### config.mk
export PLATFORM = sky130hd
export DESIGN_NAME = radix_digit_emitter
export DESIGN_NICKNAME = d
export VERILOG_FILES = /design/src/rtl/rde_pkg.sv /design/src/rtl/rde_divider.sv /design/src/rtl/rde_symbol_check.sv /design/src/rtl/radix_digit_emitter.sv
export SDC_FILE = /design/constraint.sdc
export NUM_CORES = 1
export LEC_CHECK = 0
export ABC_CLOCK_PERIOD_IN_PS = 4950
export BUFFER_PORTS_ARGS = -buffer_cell sky130_fd_sc_hd__buf_4
export CORE_MARGIN = 2
export CORE_UTILIZATION = 62
export DETAILED_ROUTE_END_ITERATION = 8
export PLACE_DENSITY = 0.87
export SKIP_CTS_REPAIR_TIMING = 1
export SLEW_MARGIN = 25
export SYNTH_ARGS = -nofsm -noshare
export SYNTH_HDL_FRONTEND = slang
export SYNTH_SLANG_ARGS = --single-unit
### constraint.sdc
create_clock -name i_clk -period 4.95 [get_ports i_clk]
set_input_delay 0.7425 -clock i_clk [delete_from_list [all_inputs] [get_ports i_clk]]
set_output_delay 0.7425 -clock i_clk [all_outputs]
set_load 0.05 [all_outputs]
### src/rtl/rde_pkg.sv
package rde_pkg;

    localparam int RADIX_W     = 5;
    localparam int DIGIT_W     = 4;
    localparam int NUM_SYMBOLS = 16;
    localparam int SYM_IDX_W   = 4;
    localparam int SYM_WORD_W  = 64;
    localparam int CHAR_W      = 8;
    localparam int CFG_IDX_W   = 2;

    localparam logic [CHAR_W-1:0] SIGN_CHAR = 8'h2D;
    localparam logic [CHAR_W-1:0] PLUS_CHAR = 8'h2B;

    typedef enum logic [CFG_IDX_W-1:0] {
        CFG_RADIX  = 2'd0,
        CFG_SYM_LO = 2'd1,
        CFG_SYM_HI = 2'd2
    } t_cfg_idx;

    function automatic logic [CHAR_W-1:0] symbol_of(
        input logic [SYM_WORD_W-1:0] sym_lo,
        input logic [SYM_WORD_W-1:0] sym_hi,
        input logic [DIGIT_W-1:0]    digit
    );
        logic [2:0] slot;
        slot = digit[2:0];
        if (digit[3]) begin
            return sym_hi[slot*CHAR_W +: CHAR_W];
        end
        return sym_lo[slot*CHAR_W +: CHAR_W];
    endfunction

endpackage

### src/rtl/rde_divider.sv
module rde_divider #(
    parameter int VALUE_BITS = 32
) (
    input  logic                           i_clk,
    input  logic                           i_rst_n,
    input  logic                           i_start,
    input  logic [VALUE_BITS-1:0]          i_dividend,
    input  logic [rde_pkg::RADIX_W-1:0]    i_divisor,
    output logic                           o_done,
    output logic [VALUE_BITS-1:0]          o_quot,
    output logic [rde_pkg::RADIX_W-1:0]    o_rem
);

    localparam int CNT_W = (VALUE_BITS > 1) ? $clog2(VALUE_BITS) : 1;

    logic                        r_busy;
    logic                        r_done;
    logic [CNT_W-1:0]            r_cnt;
    logic [VALUE_BITS-1:0]       r_q;
    logic [rde_pkg::RADIX_W-1:0] r_rem;

    logic [rde_pkg::RADIX_W:0]   trial;
    logic                        ge;
    logic [rde_pkg::RADIX_W:0]   diff;
    logic [rde_pkg::RADIX_W-1:0] n_rem;

    // restoring divide, one quotient bit per cycle
    assign trial = {r_rem, r_q[VALUE_BITS-1]};
    assign ge    = trial >= {1'b0, i_divisor};
    assign diff  = trial - {1'b0, i_divisor};
    assign n_rem = ge ? diff[rde_pkg::RADIX_W-1:0] : trial[rde_pkg::RADIX_W-1:0];

    always_ff @(posedge i_clk) begin
        if (!i_rst_n) begin
            r_busy <= 1'b0;
            r_done <= 1'b0;
            r_cnt  <= '0;
        end else begin
            r_done <= 1'b0;
            if (i_start) begin
                r_q    <= i_dividend;
                r_rem  <= '0;
                r_cnt  <= CNT_W'(VALUE_BITS - 1);
                r_busy <= 1'b1;
            end else if (r_busy) begin
                r_q   <= {r_q[VALUE_BITS-2:0], ge};
                r_rem <= n_rem;
                if (r_cnt == '0) begin
                    r_busy <= 1'b0;
                    r_done <= 1'b1;
                end else begin
                    r_cnt <= r_cnt - CNT_W'(1);
                end
            end
        end
    end

    assign o_done = r_done;
    assign o_quot = r_q;
    assign o_rem  = r_rem;

    a_no_restart: assert property (@(posedge i_clk) disable iff (!i_rst_n)
        i_start |-> !r_busy)
        else $error("divider restarted while busy");

    a_done_follows: assert property (@(posedge i_clk) disable iff (!i_rst_n)
        (r_busy && !i_start && r_cnt == '0) |=> (r_done && !r_busy))
        else $error("divider did not finish after last bit");

endmodule

### src/rtl/rde_symbol_check.sv
module rde_symbol_check (
    input  logic [rde_pkg::SYM_WORD_W-1:0] i_sym_lo,
    input  logic [rde_pkg::SYM_WORD_W-1:0] i_sym_hi,
    input  logic [rde_pkg::RADIX_W-1:0]    i_radix,
    input  logic [rde_pkg::SYM_IDX_W-1:0]  i_idx,
    output logic                           o_bad
);

    logic [rde_pkg::CHAR_W-1:0] cur;

    // symbol at i_idx against the sign bytes and every later symbol in use
    always_comb begin
        cur   = rde_pkg::symbol_of(i_sym_lo, i_sym_hi, i_idx);
        o_bad = (cur == rde_pkg::SIGN_CHAR) || (cur == rde_pkg::PLUS_CHAR);
        for (int j = 0; j < rde_pkg::NUM_SYMBOLS; j++) begin
            if ((rde_pkg::SYM_IDX_W'(j) > i_idx) && (rde_pkg::RADIX_W'(j) < i_radix) &&
                (rde_pkg::symbol_of(i_sym_lo, i_sym_hi, rde_pkg::DIGIT_W'(j)) == cur)) begin
                o_bad = 1'b1;
            end
        end
    end

endmodule

### src/rtl/radix_digit_emitter.sv
// Converts a signed VALUE_BITS-bit value to text in a radix of 2 to MAX_RADIX, one character
// per output request, most significant digit first, with a leading '-' for negative values;
// o_last marks the final character. Digit d is emitted as symbol byte d of the symbol
// registers. A request is dropped without output if the radix is below 2 or above MAX_RADIX,
// or if a symbol in use is '+' or '-' or repeats. One request is processed at a time: the
// symbols in use are checked one by one, then each digit is computed in the bit-serial
// divider, which is reused for every digit, then each digit character passes the FETCH,
// LOAD and OUT states (held in OUT under output stall). The user must write configuration
// only while idle; the block itself does not enforce this.
module radix_digit_emitter #(
    parameter int MAX_RADIX  = 16,
    parameter int VALUE_BITS = 32
) (
    input  logic                              i_clk,
    input  logic                              i_rst_n,
    input  logic                              i_cfg_we,
    input  logic [rde_pkg::CFG_IDX_W-1:0]     i_cfg_idx,
    input  logic [rde_pkg::SYM_WORD_W-1:0]    i_cfg_wdata,
    input  logic                              i_valid,
    output logic                              o_stall,
    input  logic signed [VALUE_BITS-1:0]      i_value,
    output logic                              o_valid,
    input  logic                              i_stall,
    output logic [rde_pkg::CHAR_W-1:0]        o_out_char,
    output logic                              o_last
);

    localparam int CNT_W  = $clog2(VALUE_BITS + 1);
    localparam int ADDR_W = $clog2(VALUE_BITS);

    typedef enum logic [2:0] {
        S_IDLE,
        S_CHECK,
        S_DIV,
        S_FETCH,
        S_LOAD,
        S_OUT
    } t_state;

    t_state                          r_state;
    logic [rde_pkg::RADIX_W-1:0]     r_radix;
    logic [rde_pkg::SYM_WORD_W-1:0]  r_sym_lo;
    logic [rde_pkg::SYM_WORD_W-1:0]  r_sym_hi;
    logic [rde_pkg::SYM_IDX_W-1:0]   r_idx;
    logic                            r_neg;
    logic [VALUE_BITS-1:0]           r_mag;
    logic [CNT_W-1:0]                r_cnt;
    logic                            r_div_start;
    logic                            r_oval;
    logic [rde_pkg::CHAR_W-1:0]      r_ochar;
    logic                            r_olast;
    logic [rde_pkg::DIGIT_W-1:0]     r_rd_data;
    logic [rde_pkg::DIGIT_W-1:0]     r_digits [VALUE_BITS];

    logic                            accept;
    logic                            sym_bad;
    logic                            div_done;
    logic [VALUE_BITS-1:0]           div_quot;
    logic [rde_pkg::RADIX_W-1:0]     div_rem;
    logic                            dig_we;
    logic [CNT_W-1:0]                cnt_dec;
    logic [ADDR_W-1:0]               rd_addr;
    logic [VALUE_BITS-1:0]           mag_in;
    logic                            radix_ok;
    logic                            check_end;

    assign accept    = i_valid && (r_state == S_IDLE);
    assign o_stall   = (r_state != S_IDLE);
    assign mag_in    = i_value[VALUE_BITS-1] ? (~i_value + VALUE_BITS'(1)) : i_value;
    assign radix_ok  = (r_radix >= rde_pkg::RADIX_W'(2)) &&
                       (r_radix <= rde_pkg::RADIX_W'(MAX_RADIX));
    assign check_end = (rde_pkg::RADIX_W'(r_idx) + rde_pkg::RADIX_W'(1)) == r_radix;
    assign dig_we    = (r_state == S_DIV) && div_done;
    assign cnt_dec   = r_cnt - CNT_W'(1);
    assign rd_addr   = cnt_dec[ADDR_W-1:0];

    always_ff @(posedge i_clk) begin
        if (!i_rst_n) begin
            r_radix  <= '0;
            r_sym_lo <= '0;
            r_sym_hi <= '0;
        end else if (i_cfg_we) begin
            unique case (rde_pkg::t_cfg_idx'(i_cfg_idx))
                rde_pkg::CFG_RADIX:  r_radix  <= i_cfg_wdata[rde_pkg::RADIX_W-1:0];
                rde_pkg::CFG_SYM_LO: r_sym_lo <= i_cfg_wdata;
                rde_pkg::CFG_SYM_HI: r_sym_hi <= i_cfg_wdata;
                default: ;
            endcase
        end
    end

    rde_symbol_check u_check (
        .i_sym_lo (r_sym_lo),
        .i_sym_hi (r_sym_hi),
        .i_radix  (r_radix),
        .i_idx    (r_idx),
        .o_bad    (sym_bad)
    );

    rde_divider #(
        .VALUE_BITS (VALUE_BITS)
    ) u_div (
        .i_clk      (i_clk),
        .i_rst_n    (i_rst_n),
        .i_start    (r_div_start),
        .i_dividend (r_mag),
        .i_divisor  (r_radix),
        .o_done     (div_done),
        .o_quot     (div_quot),
        .o_rem      (div_rem)
    );

    // digit store, least significant digit first
    always_ff @(posedge i_clk) begin
        if (dig_we) begin
            r_digits[r_cnt[ADDR_W-1:0]] <= div_rem[rde_pkg::DIGIT_W-1:0];
        end
        r_rd_data <= r_digits[rd_addr];
    end

    always_ff @(posedge i_clk) begin
        if (!i_rst_n) begin
            r_state     <= S_IDLE;
            r_idx       <= '0;
            r_neg       <= 1'b0;
            r_cnt       <= '0;
            r_div_start <= 1'b0;
            r_oval      <= 1'b0;
            r_olast     <= 1'b0;
        end else begin
            r_div_start <= 1'b0;
            unique case (r_state)
                S_IDLE: begin
                    if (accept && radix_ok) begin
                        r_neg   <= i_value[VALUE_BITS-1];
                        r_mag   <= mag_in;
                        r_cnt   <= '0;
                        r_idx   <= '0;
                        r_state <= S_CHECK;
                    end
                end
                S_CHECK: begin
                    if (sym_bad) begin
                        r_state <= S_IDLE;
                    end else if (check_end) begin
                        r_div_start <= 1'b1;
                        r_state     <= S_DIV;
                    end else begin
                        r_idx <= r_idx + rde_pkg::SYM_IDX_W'(1);
                    end
                end
                S_DIV: begin
                    if (div_done) begin
                        r_cnt <= r_cnt + CNT_W'(1);
                        if ((div_quot == '0) || (r_cnt == CNT_W'(VALUE_BITS - 1))) begin
                            if (r_neg) begin
                                r_ochar <= rde_pkg::SIGN_CHAR;
                                r_olast <= 1'b0;
                                r_oval  <= 1'b1;
                                r_state <= S_OUT;
                            end else begin
                                r_state <= S_FETCH;
                            end
                        end else begin
                            r_mag       <= div_quot;
                            r_div_start <= 1'b1;
                        end
                    end
                end
                S_FETCH: begin
                    r_cnt   <= cnt_dec;
                    r_state <= S_LOAD;
                end
                S_LOAD: begin
                    r_ochar <= rde_pkg::symbol_of(r_sym_lo, r_sym_hi, r_rd_data);
                    r_olast <= (r_cnt == '0);
                    r_oval  <= 1'b1;
                    r_state <= S_OUT;
                end
                S_OUT: begin
                    if (!i_stall) begin
                        r_oval  <= 1'b0;
                        r_state <= r_olast ? S_IDLE : S_FETCH;
                    end
                end
                default: r_state <= S_IDLE;
            endcase
        end
    end

    assign o_valid    = r_oval;
    assign o_out_char = r_ochar;
    assign o_last     = r_olast;

    a_cnt_bound: assert property (@(posedge i_clk) disable iff (!i_rst_n)
        r_cnt <= CNT_W'(VALUE_BITS))
        else $error("digit count beyond store depth");

    a_last_empty: assert property (@(posedge i_clk) disable iff (!i_rst_n)
        (o_valid && o_last) |-> (r_cnt == '0))
        else $error("last character flagged with digits left");

    a_sign_first: assert property (@(posedge i_clk) disable iff (!i_rst_n)
        (o_valid && o_out_char == rde_pkg::SIGN_CHAR && r_state == S_OUT && r_cnt != '0)
        |-> !o_last)
        else $error("sign flagged as last character");

endmodule
# --- After elaboration in Yosys (flattened, before gate mapping) ---
# Memories as Yosys holds them, arrays and structs flattened. A register that Yosys moved wholly into a read port is not among the register bits.
# Cells that the tools add are included.
classes:
  addsub: 7
  n_mux: 76
  order_cmp: 35
  reduce_logical: 64
  shift: 4
  mul: 0
  eq_ne: 37
  n_div: 0
  bitwise_logic: 3
ops:
  columns: ["cell", "n"]
  rows:
  - ["64-bit by 7-bit indexed part select with 8-bit output", 4]
  - ["32-bit 2-to-1 mux", 6]
  - ["8-bit == test", 16]
  - ["32-bit one-hot mux with 2 select lines", 1]
  - ["8-bit 2-to-1 mux", 7]
  - ["4-bit by 5-bit less-than comparator with 1-bit output, first input constant", 8]
  - ["1-bit 2-to-1 mux", 37]
  - ["1-bit logical AND", 36]
  - ["32-bit by 2-bit adder with 32-bit output, second input constant", 1]
  - ["4-bit greater-than comparator, first input constant", 8]
  - ["32-bit zero test", 1]
  - ["32-bit NOT", 1]
  - ["5-bit 2-to-1 mux", 5]
  - ["3-bit 2-to-1 mux", 7]
  - ["3-bit by 5-bit less-than comparator with 1-bit output, first input constant", 4]
  - ["5-bit AND reduction", 4]
  - ["3-bit one-hot mux with 6 select lines", 1]
  - ["6-bit one-hot mux with 3 select lines", 1]
  - ["8-bit by 6-bit == test with 1-bit output, second input constant", 2]
  - ["3-bit by 4-bit greater-than comparator with 1-bit output, first input constant", 4]
  - ["8-bit one-hot mux with 2 select lines", 1]
  - ["4-bit 2-to-1 mux", 3]
  - ["6-bit 2-to-1 mux", 2]
  - ["2-bit inequality test, second input constant", 6]
  - ["38 further kinds", 60]
totals:
  latch_bits: 0
  inputBits: 103
  ff_bits: 234
  ramBits: 128
  elab_cells: 244
  romBits: 0
  n_memories: 1
memory_table:
  columns: ["memory", "depth", "word_bits", "read_ports", "rd_clocked_by_memory_dff", "write_ports", "line", "text"]
  rows:
  - ["r_digits", 32, 4, 1, 1, 1, "radix_digit_emitter.sv:53", "logic [rde_pkg::DIGIT_W-1:0] r_digits [VALUE_BITS];"]

# --- Logic depth before layout (Yosys ltp) ---
# Gate-level depths: netlist of run 1.
logic_depth:
  ltp_word: 23
  depth_mapped: 17

# --- By module ---
# From an unflattened synthesis of run 1, not the netlist that was laid out.
unflattened:
  hier_cells: 1892
  area_unflattened_um2: 20183.1
modules_own_cells:
  columns: ["mod", "area_per_inst_um2", "seq_area_each_um2", "n_inst", "cells_each"]
  rows:
  - ["radix_digit_emitter", 14277.4, 8127.8, 1, 1245]
  - ["rde_symbol_check", 3809.9, 0.0, 1, 497]
  - ["rde_divider", 2095.8, 1251.2, 1, 150]

# --- Worst setup path before layout of run 1 ---
# No wires, ideal clock.
synth_path:
  kind: "register to register"
  start: "register r_radix[4] in the netlist's numbering"
  end: "register r_mag[0], enable pin"
  path_buffers: 2
  stages_incl_launch_ff: 9
  t_arrival_ns: 3.842
  setup_ns: 0.470
  synth_period_minus_slack_ns: 4.312
  setup_slack_ns: 0.638
  path_cell_list: "dfxtp_1 clkbuf_1 clkbuf_1 nand3b_1 o21ai_0 nand3_1 nand2_1 o21ai_0 a211oi_1"
synth_between:
  elab_chain_len: 5
  word_cells_on_any_way: 6
  cone_classes: "2 x order compare; 1 x eq/ne; 3 x reduce/logical"
synth_lines:
  columns: ["element", "line", "text"]
  rows:
  - ["from (decl)", "radix_digit_emitter.sv:41", "logic [rde_pkg::RADIX_W-1:0] r_radix;"]
  - ["from (signal assigned)", "radix_digit_emitter.sv:84", "rde_pkg::CFG_RADIX: r_radix <= i_cfg_wdata[rde_pkg::RADIX_W-1:0];"]
  - ["5-bit by 2-bit >= comparator with 1-bit output / 5-bit less-or-equal comparator (equally long branches)", "radix_digit_emitter.sv:70, radix_digit_emitter.sv:71", null]
  - ["1-bit logical AND *", "radix_digit_emitter.sv:70", "assign radix_ok = (r_radix >= rde_pkg::RADIX_W'(2)) &&"]
  - ["1-bit logical AND *", "radix_digit_emitter.sv:134", "if (accept && radix_ok) begin"]
  - ["2-bit by 1-bit inequality test with 1-bit output (no line) *", null, null]
  - ["5-bit AND reduction (no line) *", null, null]
  - ["to (signal assigned)", "radix_digit_emitter.sv:136", "r_mag <= mag_in;"]
  - ["to (signal assigned)", "radix_digit_emitter.sv:165", "r_mag <= div_quot;"]
  - ["to (decl)", "radix_digit_emitter.sv:46", "logic [VALUE_BITS-1:0] r_mag;"]
# Mark *: on every way between the ends. The rest lies on a longest branch, timed or not.
# A chain may end at the register's enable or synchronous reset.

# --- Final worst setup path of run 1 ---
layout_path:
  start: "register r_idx[0] in the netlist's numbering"
  end: "register r_idx[1] in the netlist's numbering"
layout_between:
  elab_chain_len: 23
  word_cells_on_any_way: 96
  cone_classes: "2 x add/sub; 16 x order compare; 21 x eq/ne; 2 x shift; 21 x mux; 34 x reduce/logical"
layout_lines:
  columns: ["element", "line", "text"]
  rows:
  - ["from (decl)", "radix_digit_emitter.sv:44", "logic [rde_pkg::SYM_IDX_W-1:0] r_idx;"]
  - ["from (signal assigned)", "radix_digit_emitter.sv:149", "r_idx <= r_idx + rde_pkg::SYM_IDX_W'(1);"]
  - ["64-bit by 7-bit indexed part select with 8-bit output", "rde_pkg.sv:28", "return sym_hi[slot*CHAR_W +: CHAR_W];"]
  - ["8-bit 2-to-1 mux", "rde_pkg.sv:27", "if (digit[3]) begin"]
  - ["8-bit 2-to-1 mux", "rde_pkg.sv:30", "return sym_lo[slot*CHAR_W +: CHAR_W];"]
  - ["8-bit by 6-bit == test with 1-bit output / 8-bit == test (equally long branches)", "rde_symbol_check.sv:14, rde_symbol_check.sv:17", null]
  - ["1-bit logical OR / 1-bit logical AND (equally long branches)", "rde_symbol_check.sv:14, rde_symbol_check.sv:16", null]
  - ["1-bit 2-to-1 mux (16 in a row)", "rde_symbol_check.sv:16", "if ((rde_pkg::SYM_IDX_W'(j) > i_idx) && (rde_pkg::RADIX_W'(j) < i_radix) &&"]
  - ["2-bit inequality test (no line)", null, null]
  - ["4-bit AND reduction (no line)", null, null]
# Several ways; a longest one is shown, not always the timed one. The select of a mux whose other input is x is not followed.

==> results of run 1 <==
[sequential cells by signal, indices dropped and copies added, names as in the netlist, 6 cells and up]
signal	flops
u_div.o_quot	32
r_cnt	6
r_sym_lo	64
r_mag	32
r_digits	128
o_out_char	8
r_sym_hi	64
[synthesized netlist by cell type, types with 33 or more instances]
cell type / n / area (µm²)
a21oi_1: 173 / 866
edfxtp_1: 205 / 6160
mux2i_1: 33 / 330
xor2_1: 73 / 639
o21ai_0: 73 / 365
dfxtp_1: 161 / 3220
xnor2_1: 62 / 543
nand2_1: 349 / 1310
inv_1: 33 / 124
nor2_1: 111 / 417
mux2_2: 50 / 563
nor3_1: 33 / 165
mux4_2: 98 / 2210
clkbuf_1: 95 / 357
[layer usage]
metal / global-route usage [%] / vias up / share of wire, %
met5: 0 / - / 0.030
met4: 23.3 / 4 / 6.6
met3: 11.7 / 299 / 14
met2: 61.5 / 1469 / 43
met1: 54.2 / 8406 / 36
li1: - / 7362 / -
[cell usage in the layout, fill, tap and decap left out, types with 9 or more instances in the layout]
cell and n:
nand2_1 349, edfxtp_1 205, a21oi_1 173, buf_4 164, dfxtp_1 156, nor2_1 109
mux4_2 98, o21ai_0 73, xor2_1 73, xnor2_1 62, mux2_2 50, clkbuf_16 38
inv_1 33, mux2i_1 33, nor3_1 32, or3_1 24, nor4_1 24, nand3_1 23
o22ai_1 17, ha_1 17, or4_1 15, o31ai_1 13, and3_1 13, nand4_1 11
o211ai_1 11, o2111ai_1 10, a211oi_1 10, bufinv_16 10, nor2b_1 9, o21a_1 9
clkbuf_1 9
[per-stage QoR]
step	total power [mW]	worst slack (ns)	area, µm²
floorplan	3.87	0.638	20600
global route	7.48	0.417	23100
finish	7.32	0.567	23100
global placement	4.14	0.747	21700
detailed placement	4.16	0.674	21700
CTS	7.29	0.648	23100
[cell families (layout without fill, tap and decap cells)]
family	count (synthesis)	count (layout)	share of synthesized area [%]
and+or+nand+nor	663	663	14.7
AOI/OAI and AO/OA	408	408	12.6
DFF	366	366	45.6
muxes	192	192	16.1
buffers and inverters	171	270	3.95
xor gates and xnor gates	136	136	5.83
adders and majority gates	18	18	1.13
[power groups by stage]
stage                     Combinational [mW]  Sequential [mW]  Clock, mW
after floorplan                        0.524             3.35          0
after global placement                 0.709             3.43          0
after detailed placement               0.724             3.43          0
after CTS                              0.739             3.37       3.18
after global routing                   0.799             3.38       3.29
final                                  0.760             3.38       3.18
[layout make-up]
cell class              instances  area share, %
clock buffers                  47           4.26
clock inverters                20           1.62
inverters                      35          0.579
multi-input cells            1417           45.0
flip-flops and latches        366           40.6
well taps                     442           2.39
repair buffers                168           5.60
[worst min-delay path: stages]
cell and delay [ns]:
buf_4 0.11, nand2_1 0.05, a21oi_1 0.05
[final timing paths]
kind	startpoint	endpoint	slack [ns]	cells after the start
worst max-delay path	r_idx[0]$_SDFFE_PN0P_	r_idx[1]$_SDFFE_PN0P_	0.57	10
worst min-delay path	i_cfg_wdata[37]	r_sym_hi[37]$_SDFFE_PN0P_	0.43	3
worst max register to register	r_idx[0]$_SDFFE_PN0P_	r_idx[1]$_SDFFE_PN0P_	0.57	10
worst min register to register	u_div.r_busy$_SDFF_PN0_	u_div.o_done$_SDFF_PP0_	0.48	2
==> results.py, run 1 <==
metrics = {
    "sta": {
        "fmax_ghz": 0.228,
        "clock_skew_ns": 0.0274,
        "finalMaxSlewViolations": 0,
        "tns_ns": 0,
        "setup_viol": 0,
        "hold_viol": 0,
        "rsz0062_at_grt": "false",
        "slew_headroom_pct": 32.2,
        "tightest_slew_ns": 1.01,
        "finalCriticalPeriod_ns": 4.38,
        "fin_hold_ws_ns": 0.432,
        "period_share_pct": 88.5,
    },
    "power_and_ir_drop": {
        "p_per_area_nw_per_um2": 316,
        "peakVddDrop_mv": 0.301,
        "switching_share_pct": 24.4,
        "p_leak_nw": 7.81,
        "clkPwrFrac_pct": 43.5,
        "p_seq_share_pct": 46.2,
        "pwr-share-comb_pct": 10.4,
        "p_int_mw": 5.53,
        "power.switching_mw": 1.79,
    },
    "layout": {
        "fillers": 2258,
        "regArea_um2": 9390,
        "fin_util_pct": 70.9,
        "finalNetCount": 2146,
        "antennaDiodeCount": 0,
        "layout-drive-gt1-share_pct": 20.2,
        "final_cells": 2495,
        "multi_input_area_um2": 10400,
        "area_growth_pct": 12.5,
    },
    "routing": {
        "drcViolationCount": 0,
        "drtPass1Iterations": 6,
        "ant_nets": 0,
        "vias": 17500,
        "drt_iter0_markers": 2849,
        "wl_per_cell_um": 28.2,
        "wl_mm": 70.3,
        "via_per_inst": 7.03,
    },
    "global_routing": {
        "first_global_vias": 17000,
        "grt_remaining_overflow": 0,
        "grt_max_degree": 82,
        "antenna_found_initial": 2,
        "grt_pass1_wl_mm": 105,
        "grt_use_total_pct": 41.2,
    },
    "placed_design": {
        "globalplace.congestion": 1.14,
        "dp.cells": 2424,
        "portBuffers": 113,
        "dpl.hpwl_mm": 48.0,
    },
    "floorplanning": {
        "die-area_um2": 34600,
        "start_util_pct": 63.0,
        "io_pins": 114,
        "die_x_um": 186,
        "die_y_um": 186,
        "coreArea_um2": 32600,
        "core.rowCount": 66,
    },
    "clock_network": {
        "htree_levels": 2,
        "cts-root-buf": "clkbuf_16",
        "cts_tree": "yes",
        "clk_latency_ns": 0.57,
        "numClockSinks": 366,
        "clkTransAtPathRegs_ns": 0.06,
        "cts_buffers": 37,
        "cts_buffer_depth": 3,
    },
    "critical_path": {
        "crit_required_ns": 5.42,
        "worst_path_largest_cell_delay_ns": 0.95,
        "cp-end-kind": "flip-flop",
        "cp_max_fo": 57,
        "cp.buffers_inverters": 0,
        "start_kind": "flip-flop",
        "crit_slowest_cell": "dfxtp_4",
        "path_class": "flip-flop to flip-flop",
        "cp_data_arrival_time_ns": 4.85,
        "path_delay_family": "compound AO/OA/AOI/OAI gates",
        "crit_chain": "mux4_1 > mux2_2 > and2_1 > or2_1 > xor2_1 > nor4_1 > a41oi_1 > o2111ai_2 > o311ai_2 > a2bb2o_4",
    },
    "synth": {
        "synth.ff_latch_count": 366,
        "syn-instance-count": 1954,
        "async_flop_share_pct": 0,
        "seq_area_frac_synth_pct": 45.6,
        "avgSynthCellArea_um2": 10.5,
        "synth-edff-count": 205,
        "yosysUniqueCellTypes": 96,
        "syn_nets": 2075,
        "synth_warnings": 0,
        "syn_area_um2": 20600,
        "ys.flop_type": "edfxtp_1",
    },
    "run_status": {
        "status": "complete, no violations",
    },
    "run": {
        "cap_violations": 0,
    },
    "worst_hold_path": {
        "worstHoldPathType": "input port to flip-flop",
    },
}
(Power assumes the default switching activity.)
==> run 2, diff against run 1 <==
--- a/config.mk
+++ b/config.mk
@@ -7,10 +7,12 @@
 export LEC_CHECK = 0
 export ABC_CLOCK_PERIOD_IN_PS = 4950
 export BUFFER_PORTS_ARGS = -buffer_cell sky130_fd_sc_hd__buf_4
+export CELL_PAD_IN_SITES_DETAIL_PLACEMENT = 1
+export CELL_PAD_IN_SITES_GLOBAL_PLACEMENT = 2
 export CORE_MARGIN = 2
-export CORE_UTILIZATION = 62
+export CORE_UTILIZATION = 41
 export DETAILED_ROUTE_END_ITERATION = 8
-export PLACE_DENSITY = 0.87
+export PLACE_DENSITY = 0.86
 export SKIP_CTS_REPAIR_TIMING = 1
 export SLEW_MARGIN = 25
 export SYNTH_ARGS = -nofsm -noshare
==> run 2 against run 1 <==
  * Combinational power barely moved
  * Sequential share of layout area fell by 0.35 points
  * Sequential power barely moved
  * Non-clock buffer count fell by 7
  * Largest cell class unchanged
==> results.py, run 2 (same netlist as run 1, synthesis figures left out) <==
metrics = {
    "global_routing": {
        "antenna_found_initial": 5,
        "grt_remaining_overflow": 0,
        "grt_use_total_pct": 26.7,
        "grt_max_degree": 80,
        "grt_pass1_wl_mm": 106,
        "first_global_vias": 16700,
    },
    "routing": {
        "wl_met2_mm": 31.8,
        "drtPass1Iterations": 5,
        "via_per_inst": 6.03,
        "vias": 16400,
        "ant_nets": 0,
        "drt_iter0_markers": 1503,
        "met3_length_mm": 4.56,
        "wl_met1_mm": 31.0,
        "wl_mm": 69.7,
        "drcViolationCount": 0,
        "wl_per_cell_um": 25.6,
        "highest_layer": "met5",
    },
    "clock_network": {
        "cts_tree": "yes",
        "cts-root-buf": "clkbuf_16",
        "numClockSinks": 366,
        "clkTransAtPathRegs_ns": 0.06,
        "clk_latency_ns": 0.59,
        "htree_levels": 2,
        "cts_buffers": 40,
        "cts_buffer_depth": 3,
    },
    "power_and_ir_drop": {
        "switching_share_pct": 25.8,
        "power.switching_mw": 1.83,
        "peakVddDrop_mv": 0.436,
        "p_leak_nw": 7.76,
        "p_seq_share_pct": 47.4,
        "clkPwrFrac_pct": 41.9,
        "pwr-share-comb_pct": 10.7,
        "p_per_area_nw_per_um2": 304,
        "p_int_mw": 5.27,
    },
    "critical_path": {
        "crit_path_start": "r_idx[0]$_SDFFE_PN0P_",
        "cp_max_fo": 52,
        "r2r_cells": 10,
        "crit_required_ns": 5.42,
        "path_class": "flip-flop to flip-flop",
        "cp-end-kind": "flip-flop",
        "r2r_end": "r_idx[1]$_SDFFE_PN0P_",
        "r2r_setup_slack_ns": 0.56,
        "start_kind": "flip-flop",
        "r2r-start": "r_idx[0]$_SDFFE_PN0P_",
        "cp_data_arrival_time_ns": 4.85,
    },
    "sta": {
        "fmax_ghz": 0.228,
        "finalCriticalPeriod_ns": 4.39,
        "clock_skew_ns": 0.0255,
        "rsz0062_at_grt": "false",
        "tns_ns": 0,
        "finalMaxSlewViolations": 0,
        "tightest_slew_ns": 0.983,
        "hold_viol": 0,
        "period_share_pct": 88.7,
        "slew_headroom_pct": 34.1,
        "setup_viol": 0,
    },
    "layout": {
        "area_growth_pct": 13.5,
        "final_common_cell": "nand2_1",
        "stdcell_area_um2": 23300,
        "largest_register_ffs": 128,
        "final_cell_mix": "nand2_1, edfxtp_1, a21oi_1, dfxtp_1, buf_4",
        "finalNetCount": 2142,
        "layout-drive-gt1-share_pct": 20.2,
    },
    "worst_hold_path": {
        "min_from": "i_cfg_wdata[32]",
        "min_path_cells": 3,
        "worstHoldPathType": "input port to flip-flop",
        "whs_endpoint": "r_sym_hi[32]$_SDFFE_PN0P_",
    },
    "placed_design": {
        "dpl_cell_area_um2": 22000,
        "portBuffers": 113,
        "dpl.hpwl_mm": 51.2,
        "globalplace.congestion": 1.03,
    },
    "floorplanning": {
        "die_x_um": 228,
        "start_util_pct": 41.2,
        "die_y_um": 228,
        "die-area_um2": 52000,
        "core.rowCount": 82,
        "coreArea_um2": 49900,
        "io_pins": 114,
    },
    "run_status": {
        "status": "complete, no violations",
    },
    "run": {
        "cap_violations": 0,
    },
}
-- run 2: changes by cell type in the layout (fill, tap and decap cells not counted), moves of 2 or more --
cell	change
clkbuf_8	+4
buf_4	-9
clkbuf_16	+2
clkinv_2	+5
bufinv_16	-8
-- run 2: how the worst max path moves through the flow --
| stage | slack (ns) | depth (start not counted) | to |
|---|---|---|---|
| after CTS | 0.61 | 10 | r_idx[1]$_SDFFE_PN0P_ |
| final | 0.56 | 10 | r_idx[1]$_SDFFE_PN0P_ |
| after detailed placement | 0.64 | 10 | r_idx[1]$_SDFFE_PN0P_ |
| after global placement | 0.68 | 10 | r_idx[1]$_SDFFE_PN0P_ |
| after global routing | 0.32 | 11 | r_idx[1]$_SDFFE_PN0P_ |
| after floorplan | 0.64 | 8 | r_mag[0]$_DFFE_PP_ |
-- run 2: final cells by class --
cell class,count,area (µm²)
Tap cell,672,841
Clock buffer,53,1090
Fill cell,5476,26500
Sequential cell,366,9390
Timing Repair Buffer,161,1270
Multi-Input combinational cell,1417,10400
Antenna cell,1,2.50
Clock inverter,21,213
Inverter,35,134
-- run 2: critical path, cell delays in order, from the launching register on --
cell      delay [ns]
dfxtp_4         0.89
mux4_1          0.66
mux2_2          0.36
and2_1          0.24
or2_1           0.44
a221o_1         0.44
nor4_1          0.44
a211oi_2        0.15
nand4_2         0.23
nor4_2          0.11
a2bb2o_4        0.26
-- run 2: power groups by stage --
stage / sequential (mW) / clock (mW) / combinational (mW)
2_1_floorplan: 3.35 / 0 / 0.524
3_3_place_gp: 3.43 / 0 / 0.739
3_5_place_dp: 3.43 / 0 / 0.754
4_1_cts: 3.36 / 3.02 / 0.759
5_1_grt: 3.37 / 3.14 / 0.814
6_report: 3.37 / 2.97 / 0.758
-- run 2: metrics by stage --
stage / power (mW) / hold WS, ns / utilization (%) / instances / setup WS, ns
finish: 7.09 / 0.405 / 46.8 / 2726 / 0.560
global route: 7.32 / 0.409 / 46.8 / 2725 / 0.324
CTS: 7.14 / 0.390 / 46.7 / 2721 / 0.614
detailed placement: 4.18 / 0.463 / 44.1 / 2647 / 0.642
global placement: 4.16 / 0.462 / 44.0 / 2646 / 0.680
floorplan: 3.87 / 0.442 / - / 1954 / 0.638
-- run 2: per-layer routing --
layer / GRT usage [%] / vias up
met5: 0 / -
met4: 9.38 / 2
met3: 4.61 / 113
met2: 41.7 / 581
met1: 37.7 / 8362
li1: - / 7372
==> run 3, diff against run 2 <==
--- a/config.mk
+++ b/config.mk
@@ -6,13 +6,13 @@
 export NUM_CORES = 1
 export LEC_CHECK = 0
 export ABC_CLOCK_PERIOD_IN_PS = 4950
-export BUFFER_PORTS_ARGS = -buffer_cell sky130_fd_sc_hd__buf_4
 export CELL_PAD_IN_SITES_DETAIL_PLACEMENT = 1
 export CELL_PAD_IN_SITES_GLOBAL_PLACEMENT = 2
 export CORE_MARGIN = 2
-export CORE_UTILIZATION = 41
+export CORE_UTILIZATION = 43
 export DETAILED_ROUTE_END_ITERATION = 8
-export PLACE_DENSITY = 0.86
+export DONT_BUFFER_PORTS = 1
+export PLACE_DENSITY_LB_ADDON = 0.1
 export SKIP_CTS_REPAIR_TIMING = 1
 export SLEW_MARGIN = 25
 export SYNTH_ARGS = -nofsm -noshare
==> run 3 against run 2 <==
  * Clock-buffer cell count up 3
  * Clock skew down 0.0032 ns
  * Utilization up 0.69 points
  * Routed wire length up 1.2%
  * Worst hold slack worse by 0.12 ns
  * Die area down 4.6%
  * Sequential cell count unchanged
  * Critical path depth up 1
  * Worst setup slack worse by 0.12 ns
  * Power up 1.0%
  * Via count down 3.8%
  * Critical endpoint unchanged
  * Largest cell class unchanged
  * Highest routed layer unchanged
==> results.py, run 3 (same netlist as run 1, synthesis figures left out) <==
metrics = {
    "global_routing": {
        "grt_remaining_overflow": 0,
        "grt_pass1_wl_mm": 107,
        "grt_use_total_pct": 28.7,
        "grt_max_degree": 78,
        "first_global_vias": 16200,
        "antenna_found_initial": 1,
    },
    "clock_network": {
        "htree_levels": 2,
        "clk_latency_ns": 0.59,
        "cts_tree": "yes",
        "cts_buffer_depth": 3,
        "cts_buffers": 43,
        "cts-root-buf": "clkbuf_16",
        "numClockSinks": 366,
        "clkTransAtPathRegs_ns": 0.06,
    },
    "layout": {
        "final_cell_mix": "nand2_1, edfxtp_1, a21oi_1, dfxtp_1, nor2_1",
        "layout-drive-gt1-share_pct": 15.8,
        "final_common_cell": "nand2_1",
        "fillers": 5167,
        "area_growth_pct": 9.62,
        "largest_register_ffs": 128,
        "finalNetCount": 2039,
    },
    "critical_path": {
        "crit_slowest_cell": "dfxtp_4",
        "start_kind": "flip-flop",
        "cp_max_fo": 37,
        "crit_chain": "buf_4 > mux2_2 > o22ai_1 > nor2_2 > o21ai_1 > xnor2_1 > nor4_1 > a211oi_2 > nand4_2 > o311ai_2 > a2bb2o_4",
        "cp-end-kind": "flip-flop",
        "cp_data_arrival_time_ns": 4.97,
        "crit_required_ns": 5.42,
        "path_delay_family": "compound AO/OA/AOI/OAI gates",
        "cp.buffers_inverters": 1,
        "path_class": "flip-flop to flip-flop",
        "worst_path_largest_cell_delay_ns": 0.76,
    },
    "run_status": {
        "status": "complete, no violations",
    },
    "routing": {
        "wl_mm": 70.6,
        "drtPass1Iterations": 5,
        "ant_nets": 0,
        "via_per_inst": 6.15,
        "vias": 15800,
        "drt_iter0_markers": 1192,
        "wl_per_cell_um": 27.5,
        "drcViolationCount": 0,
    },
    "sta": {
        "finalMaxSlewViolations": 0,
        "period_share_pct": 91.0,
        "hold_viol": 0,
        "fin_ws_ns": 0.445,
        "fmax_ghz": 0.222,
        "clock_skew_ns": 0.0223,
        "tns_ns": 0,
        "slew_headroom_pct": 25.6,
        "setup_viol": 0,
        "rsz0062_at_grt": "false",
        "finalCriticalPeriod_ns": 4.51,
        "tightest_slew_ns": 1.10,
    },
    "floorplanning": {
        "coreArea_um2": 47400,
        "die-area_um2": 49600,
        "core.rowCount": 80,
        "die_x_um": 223,
        "start_util_pct": 43.3,
        "die_y_um": 223,
        "io_pins": 114,
    },
    "placed_design": {
        "globalplace.congestion": 1.01,
        "portBuffers": 0,
        "pre_cts_ws_ns": 0.509,
        "dpl.hpwl_mm": 51.8,
    },
    "run": {
        "cap_violations": 0,
    },
    "worst_hold_path": {
        "worstHoldPathType": "input port to flip-flop",
    },
    "power_and_ir_drop": {
        "p_leak_nw": 7.28,
        "peakVddDrop_mv": 0.243,
        "p_per_area_nw_per_um2": 318,
    },
}
## run 3: where the power goes
| part | internal, mW | total [mW] | switching [mW] |
|---|---|---|---|
| Clock | 1.84 | 3.13 | 1.29 |
| Combinational | 0.293 | 0.688 | 0.395 |
| Sequential | 3.24 | 3.35 | 0.107 |
| Total | 5.38 | 7.17 | 1.79 |
## run 3: final timing paths
check	end	startpoint	slack (ns)	depth (start not counted)
setup reg to reg	r_idx[1]$_SDFFE_PN0P_	r_idx[0]$_SDFFE_PN0P_	0.44	11
hold reg to reg	u_div.o_done$_SDFF_PP0_	u_div.r_busy$_SDFF_PN0_	0.48	2
setup / recovery	r_idx[1]$_SDFFE_PN0P_	r_idx[0]$_SDFFE_PN0P_	0.44	11
hold / removal	r_sym_lo[40]$_SDFFE_PN0P_	i_cfg_wdata[40]	0.29	2
## run 3: layer usage
metal  up-vias  track usage [%]  part of all wire, %
met4         2             7.69                  2.6
met2       524             42.0                   43
met3        98             7.60                  7.9
met5         -                0                0.025
met1      7996             42.0                   47
li1       7185                -                    -
## run 3: stage by stage
step / power [mW] / hold WS [ns] / instance area [µm²] / std cells / util (%)
4_1_cts: 7.23 / 0.268 / 22500 / 2566 / 47.5
5_1_grt: 7.43 / 0.267 / 22500 / 2567 / 47.5
3_5_place_dp: 4.10 / 0.474 / 21100 / 2487 / 44.5
2_1_floorplan: 3.87 / 0.442 / 20600 / 1954 / -
3_3_place_gp: 4.09 / 0.465 / 21100 / 2486 / 44.5
6_report: 7.17 / 0.289 / 22500 / 2569 / 47.5
## run 3: worst reg2reg max path, cell delays in order (launching register included)
cell	delay, ns
dfxtp_4	0.76
buf_4	0.40
mux2_2	0.38
o22ai_1	0.55
nor2_2	0.25
o21ai_1	0.47
xnor2_1	0.22
nor4_1	0.12
a211oi_2	0.27
nand4_2	0.28
o311ai_2	0.47
a2bb2o_4	0.24
## run 3: cell type report
| cell class | count | area, µm² | share of cell area [%] |
|---|---|---|---|
| well taps | 615 | 769 | 3.41 |
| clock buffers | 56 | 1130 | 5.04 |
| inverters | 35 | 134 | 0.594 |
| diodes | 2 | 5.00 | 0.0222 |
| clock inverters | 23 | 251 | 1.12 |
| multi-input cells | 1417 | 10400 | 46.2 |
| repair buffers | 55 | 453 | 2.01 |
| flip-flops and latches | 366 | 9390 | 41.7 |
